--- src/rtl/rau_pkg.sv ---
// shared types, codes and constants of the rational arithmetic unit
package rau_pkg;

   // datapath word width
   localparam int WORD_BITS = 32;
   localparam int CNT_BITS  = $clog2(WORD_BITS);

   // opcode codes
   typedef logic [2:0] opcode_type;
   localparam opcode_type OP_NORM = 3'd0;
   localparam opcode_type OP_ADD  = 3'd1;
   localparam opcode_type OP_SUB  = 3'd2;
   localparam opcode_type OP_MUL  = 3'd3;
   localparam opcode_type OP_DIV  = 3'd4;
   localparam opcode_type OP_CMP  = 3'd5;

   // result status codes
   typedef enum logic [1:0] {
      ST_OK   = 2'd0,
      ST_ZDEN = 2'd1,
      ST_OVF  = 2'd2
   } status_type;

   // outcome of one fraction reduction
   typedef struct packed {
      logic                        done;
      logic signed [WORD_BITS-1:0] num;
      logic [WORD_BITS-2:0]        den;
      status_type                  status;
   } red_res_type;

   // reduction sequencer
   typedef enum logic [2:0] {
      RED_IDLE,
      RED_GCD,
      RED_DIV_NUM,
      RED_DIV_DEN,
      RED_DONE
   } red_state_type;

   // top level sequencer
   typedef enum logic [3:0] {
      SEQ_IDLE,
      SEQ_RED_A,
      SEQ_RED_B,
      SEQ_CALC,
      SEQ_MUL0,
      SEQ_MUL1,
      SEQ_MUL2,
      SEQ_COMB,
      SEQ_RED_R
   } seq_state_type;

endpackage

--- src/rtl/rau_reduce.sv ---
// fraction reduction: binary gcd and exact division on one shared subtractor
module rau_reduce (
   input  logic                                 clock,
   input  logic                                 reset,
   input  logic                                 start,
   input  logic signed [rau_pkg::WORD_BITS-1:0] num_val,
   input  logic signed [rau_pkg::WORD_BITS-1:0] den_val,
   output rau_pkg::red_res_type                 res
);
   import rau_pkg::*;

   localparam int W = WORD_BITS;

   red_state_type       state_ff, state_in;
   logic [W-1:0]        a_ff, a_in, b_ff, b_in;
   logic [W-1:0]        g_ff, g_in, x_ff, x_in, rem_ff, rem_in;
   logic [W-1:0]        magn_ff, magn_in, magd_ff, magd_in, qn_ff, qn_in;
   logic [CNT_BITS-1:0] k_ff, k_in, cnt_ff, cnt_in;
   logic                neg_ff, neg_in, zden_ff, zden_in;

   logic [W:0]   sub_a, sub_b;
   logic [W+1:0] diff;
   logic         borrow, qbit, ovf;
   logic [W-1:0] absdiff, quot, mag_n, mag_d;

   // operand magnitudes
   assign mag_n = num_val[W-1] ? W'(-num_val) : W'(num_val);
   assign mag_d = den_val[W-1] ? W'(-den_val) : W'(den_val);

   // shared subtractor: gcd step or restoring division step
   always_comb begin
      if (state_ff == RED_GCD) begin
         sub_a = {1'b0, a_ff};
         sub_b = {1'b0, b_ff};
      end else begin
         sub_a = {rem_ff, x_ff[W-1]};
         sub_b = {1'b0, g_ff};
      end
   end
   assign diff    = {1'b0, sub_a} - {1'b0, sub_b};
   assign borrow  = diff[W+1];
   assign absdiff = borrow ? (~diff[W-1:0] + W'(1)) : diff[W-1:0];
   assign qbit    = ~borrow;
   assign quot    = {x_ff[W-2:0], qbit};

   // next state
   always_comb begin
      state_in = state_ff;
      unique case (state_ff)
         RED_IDLE: begin
            if (start) begin
               state_in = (den_val == '0) ? RED_DONE : RED_GCD;
            end
         end
         RED_GCD: begin
            if (a_ff == '0) begin
               state_in = RED_DIV_NUM;
            end
         end
         RED_DIV_NUM: begin
            if (cnt_ff == CNT_BITS'(W-1)) begin
               state_in = RED_DIV_DEN;
            end
         end
         RED_DIV_DEN: begin
            if (cnt_ff == CNT_BITS'(W-1)) begin
               state_in = RED_DONE;
            end
         end
         RED_DONE: state_in = RED_IDLE;
         default:  state_in = RED_IDLE;
      endcase
   end

   // datapath updates
   always_comb begin
      a_in    = a_ff;
      b_in    = b_ff;
      g_in    = g_ff;
      x_in    = x_ff;
      rem_in  = rem_ff;
      magn_in = magn_ff;
      magd_in = magd_ff;
      qn_in   = qn_ff;
      k_in    = k_ff;
      cnt_in  = cnt_ff;
      neg_in  = neg_ff;
      zden_in = zden_ff;
      unique case (state_ff)
         RED_IDLE: begin
            if (start) begin
               a_in    = mag_n;
               b_in    = mag_d;
               magn_in = mag_n;
               magd_in = mag_d;
               neg_in  = num_val[W-1] ^ den_val[W-1];
               zden_in = (den_val == '0);
               k_in    = '0;
            end
         end
         RED_GCD: begin
            priority if (a_ff == '0) begin
               g_in   = b_ff << k_ff;
               x_in   = magn_ff;
               rem_in = '0;
               cnt_in = '0;
            end else if (!a_ff[0] && !b_ff[0]) begin
               a_in = a_ff >> 1;
               b_in = b_ff >> 1;
               k_in = k_ff + CNT_BITS'(1);
            end else if (!a_ff[0]) begin
               a_in = a_ff >> 1;
            end else if (!b_ff[0]) begin
               b_in = b_ff >> 1;
            end else begin
               // both odd: keep the smaller, halve the difference
               if (borrow) begin
                  b_in = a_ff;
               end
               a_in = absdiff >> 1;
            end
         end
         RED_DIV_NUM, RED_DIV_DEN: begin
            rem_in = qbit ? diff[W-1:0] : {rem_ff[W-2:0], x_ff[W-1]};
            x_in   = quot;
            cnt_in = cnt_ff + CNT_BITS'(1);
            if (state_ff == RED_DIV_NUM && cnt_ff == CNT_BITS'(W-1)) begin
               qn_in  = quot;
               x_in   = magd_ff;
               rem_in = '0;
               cnt_in = '0;
            end
         end
         RED_DONE: begin
         end
         default: begin
         end
      endcase
   end

   // result
   assign ovf = x_ff[W-1] | (qn_ff[W-1] & (~neg_ff | (qn_ff[W-2:0] != '0)));

   always_comb begin
      res.done = (state_ff == RED_DONE);
      res.num  = neg_ff ? -$signed(qn_ff) : $signed(qn_ff);
      res.den  = x_ff[W-2:0];
      priority if (zden_ff) begin
         res.status = ST_ZDEN;
      end else if (ovf) begin
         res.status = ST_OVF;
      end else begin
         res.status = ST_OK;
      end
   end

   // registers
   always_ff @(posedge clock) begin
      if (reset) begin
         state_ff <= RED_IDLE;
      end else begin
         state_ff <= state_in;
      end
      a_ff    <= a_in;
      b_ff    <= b_in;
      g_ff    <= g_in;
      x_ff    <= x_in;
      rem_ff  <= rem_in;
      magn_ff <= magn_in;
      magd_ff <= magd_in;
      qn_ff   <= qn_in;
      k_ff    <= k_in;
      cnt_ff  <= cnt_in;
      neg_ff  <= neg_in;
      zden_ff <= zden_in;
   end

endmodule

--- src/rtl/rational_arith_unit_top.sv ---
// top level: sequencer, shared multiplier and result register of the rational unit
//
// One item at a time. An item's operands are reduced one after the other by
// a single reduction unit that runs a binary gcd (one subtract or shift per
// cycle) and then two restoring divisions, or goes straight to its result
// when the denominator is zero. Normalize needs one reduction; the other
// opcodes need two operand reductions, up to three products on the one
// 32x32 multiplier and, apart from compare, a reduction of the result. The
// next item is taken once the block is idle and the previous result has
// been taken.
module rational_arith_unit_top (
   input  logic                                 clock,
   input  logic                                 reset,
   input  logic                                 req_valid,
   output logic                                 req_stall,
   input  logic [2:0]                           req_opcode,
   input  logic signed [rau_pkg::WORD_BITS-1:0] req_lhs_num,
   input  logic signed [rau_pkg::WORD_BITS-1:0] req_lhs_den,
   input  logic signed [rau_pkg::WORD_BITS-1:0] req_rhs_num,
   input  logic signed [rau_pkg::WORD_BITS-1:0] req_rhs_den,
   output logic                                 rsp_valid,
   input  logic                                 rsp_stall,
   output logic signed [rau_pkg::WORD_BITS-1:0] rsp_res_num,
   output logic [rau_pkg::WORD_BITS-2:0]        rsp_res_den,
   output logic                                 rsp_is_equal,
   output logic [1:0]                           rsp_status
);
   import rau_pkg::*;

   localparam int W = WORD_BITS;

   seq_state_type        state_ff, state_in;
   opcode_type           op_ff, op_in;
   logic signed [W-1:0]  rhs_num_ff, rhs_num_in, rhs_den_ff, rhs_den_in;
   red_res_type          ra_ff, ra_in, rb_ff, rb_in;
   logic signed [W-1:0]  p0_ff, p0_in, p1_ff, p1_in, p2_ff, p2_in;
   logic                 povf_ff, povf_in;
   logic signed [W-1:0]  rn_ff, rn_in;
   logic                 red_start_ff, red_start_in;
   logic signed [W-1:0]  red_n_ff, red_n_in, red_d_ff, red_d_in;
   logic                 rsp_valid_ff, rsp_valid_in;
   logic signed [W-1:0]  out_num_ff, out_num_in;
   logic [W-2:0]         out_den_ff, out_den_in;
   logic                 out_eq_ff, out_eq_in;
   status_type           out_st_ff, out_st_in;

   red_res_type          red_res;
   logic                 req_take, rsp_take, is_norm, is_addsub;
   logic signed [W-1:0]  an, ad, bn, bd, mul_x, mul_y;
   logic signed [2*W-1:0] prod;
   logic                 prod_fits;
   logic signed [W:0]    rn_sum;
   logic                 req_is_norm;

   // reduction unit
   rau_reduce u_reduce (
      .clock   (clock),
      .reset   (reset),
      .start   (red_start_ff),
      .num_val (red_n_ff),
      .den_val (red_d_ff),
      .res     (red_res)
   );

   // handshakes
   assign req_stall = (state_ff != SEQ_IDLE) | rsp_valid_ff;
   assign req_take  = req_valid & ~req_stall;
   assign rsp_take  = rsp_valid_ff & ~rsp_stall;

   assign req_is_norm = (req_opcode == OP_NORM) | (req_opcode > OP_CMP);
   assign is_norm     = (op_ff == OP_NORM) | (op_ff > OP_CMP);
   assign is_addsub   = (op_ff == OP_ADD) | (op_ff == OP_SUB);

   // reduced operands
   assign an = ra_ff.num;
   assign ad = $signed({1'b0, ra_ff.den});
   assign bn = rb_ff.num;
   assign bd = $signed({1'b0, rb_ff.den});

   // shared multiplier operand selection
   always_comb begin
      mul_x = ad;
      mul_y = bn;
      unique case (state_ff)
         SEQ_MUL0: begin
            mul_x = an;
            mul_y = (op_ff == OP_MUL) ? bn : bd;
         end
         SEQ_MUL1: begin
            mul_x = ad;
            mul_y = (op_ff == OP_MUL) ? bd : bn;
         end
         SEQ_MUL2: begin
            mul_x = ad;
            mul_y = bd;
         end
         default: begin
         end
      endcase
   end
   assign prod      = mul_x * mul_y;
   assign prod_fits = (prod[2*W-1:W-1] == '0) | (prod[2*W-1:W-1] == '1);

   // numerator combine
   always_comb begin
      if (op_ff == OP_ADD) begin
         rn_sum = {p0_ff[W-1], p0_ff} + {p1_ff[W-1], p1_ff};
      end else if (op_ff == OP_SUB) begin
         rn_sum = {p0_ff[W-1], p0_ff} - {p1_ff[W-1], p1_ff};
      end else begin
         rn_sum = {p0_ff[W-1], p0_ff};
      end
   end

   // next state
   always_comb begin
      state_in = state_ff;
      unique case (state_ff)
         SEQ_IDLE: begin
            if (req_take) begin
               state_in = req_is_norm ? SEQ_RED_R : SEQ_RED_A;
            end
         end
         SEQ_RED_A: begin
            if (red_res.done) begin
               state_in = SEQ_RED_B;
            end
         end
         SEQ_RED_B: begin
            if (red_res.done) begin
               state_in = SEQ_CALC;
            end
         end
         SEQ_CALC: begin
            priority if (ra_ff.status != ST_OK || rb_ff.status != ST_OK) begin
               state_in = SEQ_IDLE;
            end else if (op_ff == OP_CMP) begin
               state_in = SEQ_IDLE;
            end else if (is_addsub && ra_ff.den == rb_ff.den) begin
               state_in = SEQ_COMB;
            end else begin
               state_in = SEQ_MUL0;
            end
         end
         SEQ_MUL0: state_in = SEQ_MUL1;
         SEQ_MUL1: state_in = is_addsub ? SEQ_MUL2 : SEQ_COMB;
         SEQ_MUL2: state_in = SEQ_COMB;
         SEQ_COMB: begin
            if (povf_ff || (rn_sum[W] != rn_sum[W-1])) begin
               state_in = SEQ_IDLE;
            end else begin
               state_in = SEQ_RED_R;
            end
         end
         SEQ_RED_R: begin
            if (red_res.done) begin
               state_in = SEQ_IDLE;
            end
         end
         default: state_in = SEQ_IDLE;
      endcase
   end

   // datapath and result loading
   always_comb begin
      op_in        = op_ff;
      rhs_num_in   = rhs_num_ff;
      rhs_den_in   = rhs_den_ff;
      ra_in        = ra_ff;
      rb_in        = rb_ff;
      p0_in        = p0_ff;
      p1_in        = p1_ff;
      p2_in        = p2_ff;
      povf_in      = povf_ff;
      rn_in        = rn_ff;
      red_start_in = 1'b0;
      red_n_in     = red_n_ff;
      red_d_in     = red_d_ff;
      rsp_valid_in = rsp_valid_ff & ~rsp_take;
      out_num_in   = out_num_ff;
      out_den_in   = out_den_ff;
      out_eq_in    = out_eq_ff;
      out_st_in    = out_st_ff;
      unique case (state_ff)
         SEQ_IDLE: begin
            if (req_take) begin
               op_in        = req_opcode;
               rhs_num_in   = req_rhs_num;
               rhs_den_in   = req_rhs_den;
               rn_in        = req_lhs_num;
               red_start_in = 1'b1;
               red_n_in     = req_lhs_num;
               red_d_in     = req_lhs_den;
            end
         end
         SEQ_RED_A: begin
            if (red_res.done) begin
               ra_in        = red_res;
               red_start_in = 1'b1;
               red_n_in     = rhs_num_ff;
               red_d_in     = rhs_den_ff;
            end
         end
         SEQ_RED_B: begin
            if (red_res.done) begin
               rb_in = red_res;
            end
         end
         SEQ_CALC: begin
            povf_in = 1'b0;
            p0_in   = an;
            p1_in   = bn;
            p2_in   = ad;
            out_num_in = '0;
            out_den_in = '0;
            out_eq_in  = 1'b0;
            priority if (ra_ff.status == ST_ZDEN || rb_ff.status == ST_ZDEN) begin
               rsp_valid_in = 1'b1;
               out_st_in    = ST_ZDEN;
            end else if (ra_ff.status != ST_OK || rb_ff.status != ST_OK) begin
               rsp_valid_in = 1'b1;
               out_st_in    = ST_OVF;
            end else if (op_ff == OP_CMP) begin
               rsp_valid_in = 1'b1;
               out_eq_in    = (ra_ff.num == rb_ff.num) & (ra_ff.den == rb_ff.den);
               out_st_in    = ST_OK;
            end else begin
            end
         end
         SEQ_MUL0: begin
            p0_in   = prod[W-1:0];
            povf_in = povf_ff | ~prod_fits;
         end
         SEQ_MUL1: begin
            p1_in   = prod[W-1:0];
            povf_in = povf_ff | ~prod_fits;
         end
         SEQ_MUL2: begin
            p2_in   = prod[W-1:0];
            povf_in = povf_ff | ~prod_fits;
         end
         SEQ_COMB: begin
            if (povf_ff || (rn_sum[W] != rn_sum[W-1])) begin
               rsp_valid_in = 1'b1;
               out_num_in   = '0;
               out_den_in   = '0;
               out_eq_in    = 1'b0;
               out_st_in    = ST_OVF;
            end else begin
               rn_in        = rn_sum[W-1:0];
               red_start_in = 1'b1;
               red_n_in     = rn_sum[W-1:0];
               red_d_in     = is_addsub ? p2_ff : p1_ff;
            end
         end
         SEQ_RED_R: begin
            if (red_res.done) begin
               rsp_valid_in = 1'b1;
               out_eq_in    = 1'b0;
               out_st_in    = red_res.status;
               unique case (red_res.status)
                  ST_OK: begin
                     out_num_in = red_res.num;
                     out_den_in = red_res.den;
                  end
                  ST_ZDEN: begin
                     // zero denominator passes the numerator on unreduced
                     out_num_in = rn_ff;
                     out_den_in = '0;
                  end
                  default: begin
                     out_num_in = '0;
                     out_den_in = '0;
                  end
               endcase
            end
         end
         default: begin
         end
      endcase
      if (is_norm && state_ff == SEQ_CALC) begin
         rsp_valid_in = rsp_valid_ff & ~rsp_take;
      end
   end

   // outputs
   assign rsp_valid    = rsp_valid_ff;
   assign rsp_res_num  = out_num_ff;
   assign rsp_res_den  = out_den_ff;
   assign rsp_is_equal = out_eq_ff;
   assign rsp_status   = out_st_ff;

   // registers
   always_ff @(posedge clock) begin
      if (reset) begin
         state_ff     <= SEQ_IDLE;
         red_start_ff <= 1'b0;
         rsp_valid_ff <= 1'b0;
      end else begin
         state_ff     <= state_in;
         red_start_ff <= red_start_in;
         rsp_valid_ff <= rsp_valid_in;
      end
      op_ff      <= op_in;
      rhs_num_ff <= rhs_num_in;
      rhs_den_ff <= rhs_den_in;
      ra_ff      <= ra_in;
      rb_ff      <= rb_in;
      p0_ff      <= p0_in;
      p1_ff      <= p1_in;
      p2_ff      <= p2_in;
      povf_ff    <= povf_in;
      rn_ff      <= rn_in;
      red_n_ff   <= red_n_in;
      red_d_ff   <= red_d_in;
      out_num_ff <= out_num_in;
      out_den_ff <= out_den_in;
      out_eq_ff  <= out_eq_in;
      out_st_ff  <= out_st_in;
   end

endmodule

--- config.mk ---
export PLATFORM = sky130hd
export DESIGN_NAME = rational_arith_unit_top
export DESIGN_NICKNAME = d
export VERILOG_FILES = /design/src/rtl/rau_pkg.sv /design/src/rtl/rau_reduce.sv /design/src/rtl/rational_arith_unit_top.sv
export SDC_FILE = /design/constraint.sdc
export NUM_CORES = 2
export LEC_CHECK = 0
export BUFFER_PORTS_ARGS = -buffer_cell sky130_fd_sc_hd__buf_2
export CORE_UTILIZATION = 47
export DETAILED_ROUTE_END_ITERATION = 6
export GPL_ROUTABILITY_DRIVEN = 0
export PLACE_DENSITY_LB_ADDON = 0.08
export SLEW_MARGIN = 20
export SYNTH_ARGS = -nofsm -noshare
export SYNTH_HDL_FRONTEND = slang
export SYNTH_SLANG_ARGS = --single-unit
--- constraint.sdc ---
create_clock -name clock -period 14.3 [get_ports clock]
set_clock_uncertainty 0.15 [all_clocks]
set_input_delay 0.715 -clock clock [delete_from_list [all_inputs] [get_ports clock]]
set_output_delay 0.715 -clock clock [all_outputs]
set_load 0.01 [all_outputs]
==> flow_metrics.tcl <==
set metrics [dict create \
    post-route-util 0.5120 \
    pwr-share-comb 0.449 \
    path_clk_slew_ps 70 \
    synth_edf_count 724 \
    power_density_mw_per_mm2 121.6 \
    die_h_um 402.6 \
    syn_to_final_growth_pct 7.883 \
    wirelength_mm 281.7 \
    yosysTopAreaCell "edfxtp_1" \
    yosys_warnings 0 \
    crit_path_end_kind "register" \
    synthDistinctLibCells 87 \
    ant_nets 0 \
    synth_top_area_share 0.2883 \
    worstPathMaxFanout 27 \
    wl_per_cell_um 28.96 \
    maxSlewViolCount 0 \
    core_region_area_mm2 0.1589 \
    clock_latency_ps 670 \
    cts_tree "yes" \
    arrival_ps 12000 \
    cts.path.max_buffers 3 \
    critPathMaxStageDelay_ps 850 \
    async_flop_share 0 \
    syn_inst 7567 \
    hold_viol 0 \
    cts_hold_buf 0 \
    tightest_slew_ps 1231 \
    syn_nets 9074 \
    postSynthAreaPerCell_um2 9.967 \
    cts_sinks 733 \
    cp_common_cell "fa_1" \
    initial_core_util 0.4746 \
    synth-seq-cells 733 \
    cts_buffers 74 \
    synth.most_common_cell "nand2_1" \
    period_needed_ps 11770 \
    status "finished, final reports clean" \
    cts_max_level 3 \
    worst_path_max_delay_cell "nand2_1" \
    fp.dieArea_mm2 0.1621 \
    vias 59250 \
    antenna_found_initial 28 \
    setup_violations 0 \
    seq_power_share 0.343 \
    cts_resized 0 \
    grt_max_degree 74 \
    internal-power_mw 5.615 \
    post_cts_buffers 0 \
    drive_gt1_frac 0.07936 \
    synth.top_cells.by_count "1,209 x nand2_1, 1,085 x fa_1, 846 x inv_1" \
    hp-class "in -> reg" \
    leakage_nw 33.31 \
    vias_per_cell 6.090 \
    fmax_ghz 0.08498 \
    synth_flop_cell "edfxtp_1" \
    clock_tree.root_cell "clkbuf_16" \
    slew_headroom 0.1737 \
    fin_crit_sh 0.8229 \
    power_switching_mw 4.280 \
    placementRows 146 \
    multi_input_area_mm2 0.04915 \
    rsz0062_at_grt "false" \
    seq_area_frac_synth 0.2906 \
    io_pins 203 \
    die_w_um 402.6 \
    grt_pass1_wl_mm 408.7 \
    nNetsFinal 9087 \
    worst_ep_required_time_ps 14530 \
    dp_hpwl_mm 215.0 \
    drc_errors 0 \
    seq_area_mm2 0.02192 \
    tns_ps 0 \
    ir_worst_vdd_v 0.0001067 \
    grt_pass1_vias 59140 \
    switching_share 0.4325 \
    fillers 14700 \
    cap_violations 0 \
    netlist_area_mm2 0.07542 \
    io_buffers 202 \
    grt_usage 0.3484 \
    synthTopCellsByArea "edfxtp_1 29%, fa_1 29%, nand2_1 6.0%" \
    crit_type "reg -> reg" \
    drtIter0Drc 7052 \
    grt-ovfl-total 0 \
    start_kind "register" \
    clock_power_share 0.208 \
    dr.pass1.iters 6 \
]
## per-stage QoR
step	hold WS [ps]	std cells	setup WS (ps)	power, mW	cell area [um^2]
2_1_floorplan	301.0	7567	3882	6.166	75420
3_3_place_gp	355.7	9575	2775	7.719	78820
3_5_place_dp	360.9	9575	2679	7.747	78830
4_1_cts	25.00	9707	2649	9.815	81300
5_1_grt	56.37	9709	2024	10.32	81320
6_report	69.11	9729	2533	9.896	81370
## flip-flops by register name (all words and copies together) (netlist names), 31 cells and up
name and cells:
rhs_num_ff 32, bd 31, ad 31, u_reduce.magd_ff 32
p2_ff 32, u_reduce.x_ff 32, rn_ff 32, p1_ff 32
an 32, rsp_res_den 31, bn 32, u_reduce.a_ff 32
red_d_ff 32, red_n_ff 32, rsp_res_num 32, u_reduce.rem_ff 32
u_reduce.g_ff 32, p0_ff 32, rhs_den_ff 32, u_reduce.b_ff 32
u_reduce.magn_ff 32, u_reduce.qn_ff 32
## final timing paths
path                              from                end  slack, ps  cells past startpoint
hold reg to reg   u_reduce.magn_ff[20]  u_reduce.x_ff[20]        380                      2
setup / recovery           state_ff[2]            povf_ff       2530                     28
setup reg to reg           state_ff[2]            povf_ff       2530                     28
hold / removal         req_rhs_num[23]     rhs_num_ff[23]         70                      1
## critical path, delay by kind of cell (launching register included)
kind	cells	cell delay [ps]
AOI/OAI and AO/OA	9	2790
and+or+nand+nor	8	2730
DFF	1	630
adders and majority gates	9	4560
buffers and inverters	2	570
## metal layers
| layer | part of all wire | global-route usage |
|---|---|---|
| met1 | 0.40 | 0.4749 |
| met2 | 0.44 | 0.5317 |
| met3 | 0.099 | 0.06662 |
| met4 | 0.059 | 0.1773 |
| met5 | 0.00015 | 0.001487 |
## placed cells by master (no fill, tap or decap), drive strengths merged, types with 55 or more instances in the layout
cell type and n:
nand2 1209, fa 1085, inv 853, nor2 804, edfxtp 724, buf 333, a21oi 309, o21ai 298
ha 287, mux2i 197, xnor2 169, xor2 107, clkbuf 89, a21o 82, nor3 67, and2 55
## area by class of cell
| cell class | count | area share |
|---|---|---|
| flip-flops and latches | 733 | 0.2694 |
| well taps | 2072 | 0.03186 |
| repair buffers | 333 | 0.02460 |
| diodes | 21 | 0.0006458 |
| clock inverters | 43 | 0.006074 |
| clock buffers | 89 | 0.02423 |
| multi-input cells | 5590 | 0.6040 |
| inverters | 848 | 0.03912 |
## power groups by stage
stage	clock, mW	sequential, mW	combinational, mW
after CTS	2.08	3.38	4.36
final	2.06	3.40	4.44
after detailed placement	0	3.42	4.33
after floorplan	0	3.20	2.97
after global placement	0	3.41	4.31
after global routing	2.15	3.41	4.76
## cells by family (layout without fill, tap and decap cells)
| group | Yosys count | after routing | share of synthesized area |
|---|---|---|---|
| and+or+nand+nor | 2486 | 2486 | 0.1395 |
| adders and majority gates | 1372 | 1372 | 0.3356 |
| buffers and inverters | 1244 | 1313 | 0.06216 |
| AOI/OAI and AO/OA | 1196 | 1196 | 0.1024 |
| DFF | 733 | 733 | 0.2906 |
| xor gates and xnor gates | 276 | 276 | 0.03205 |
| muxes | 260 | 260 | 0.03764 |
| other | 0 | 21 | 0 |
No activity file was read; power rests on OpenSTA's default activity.
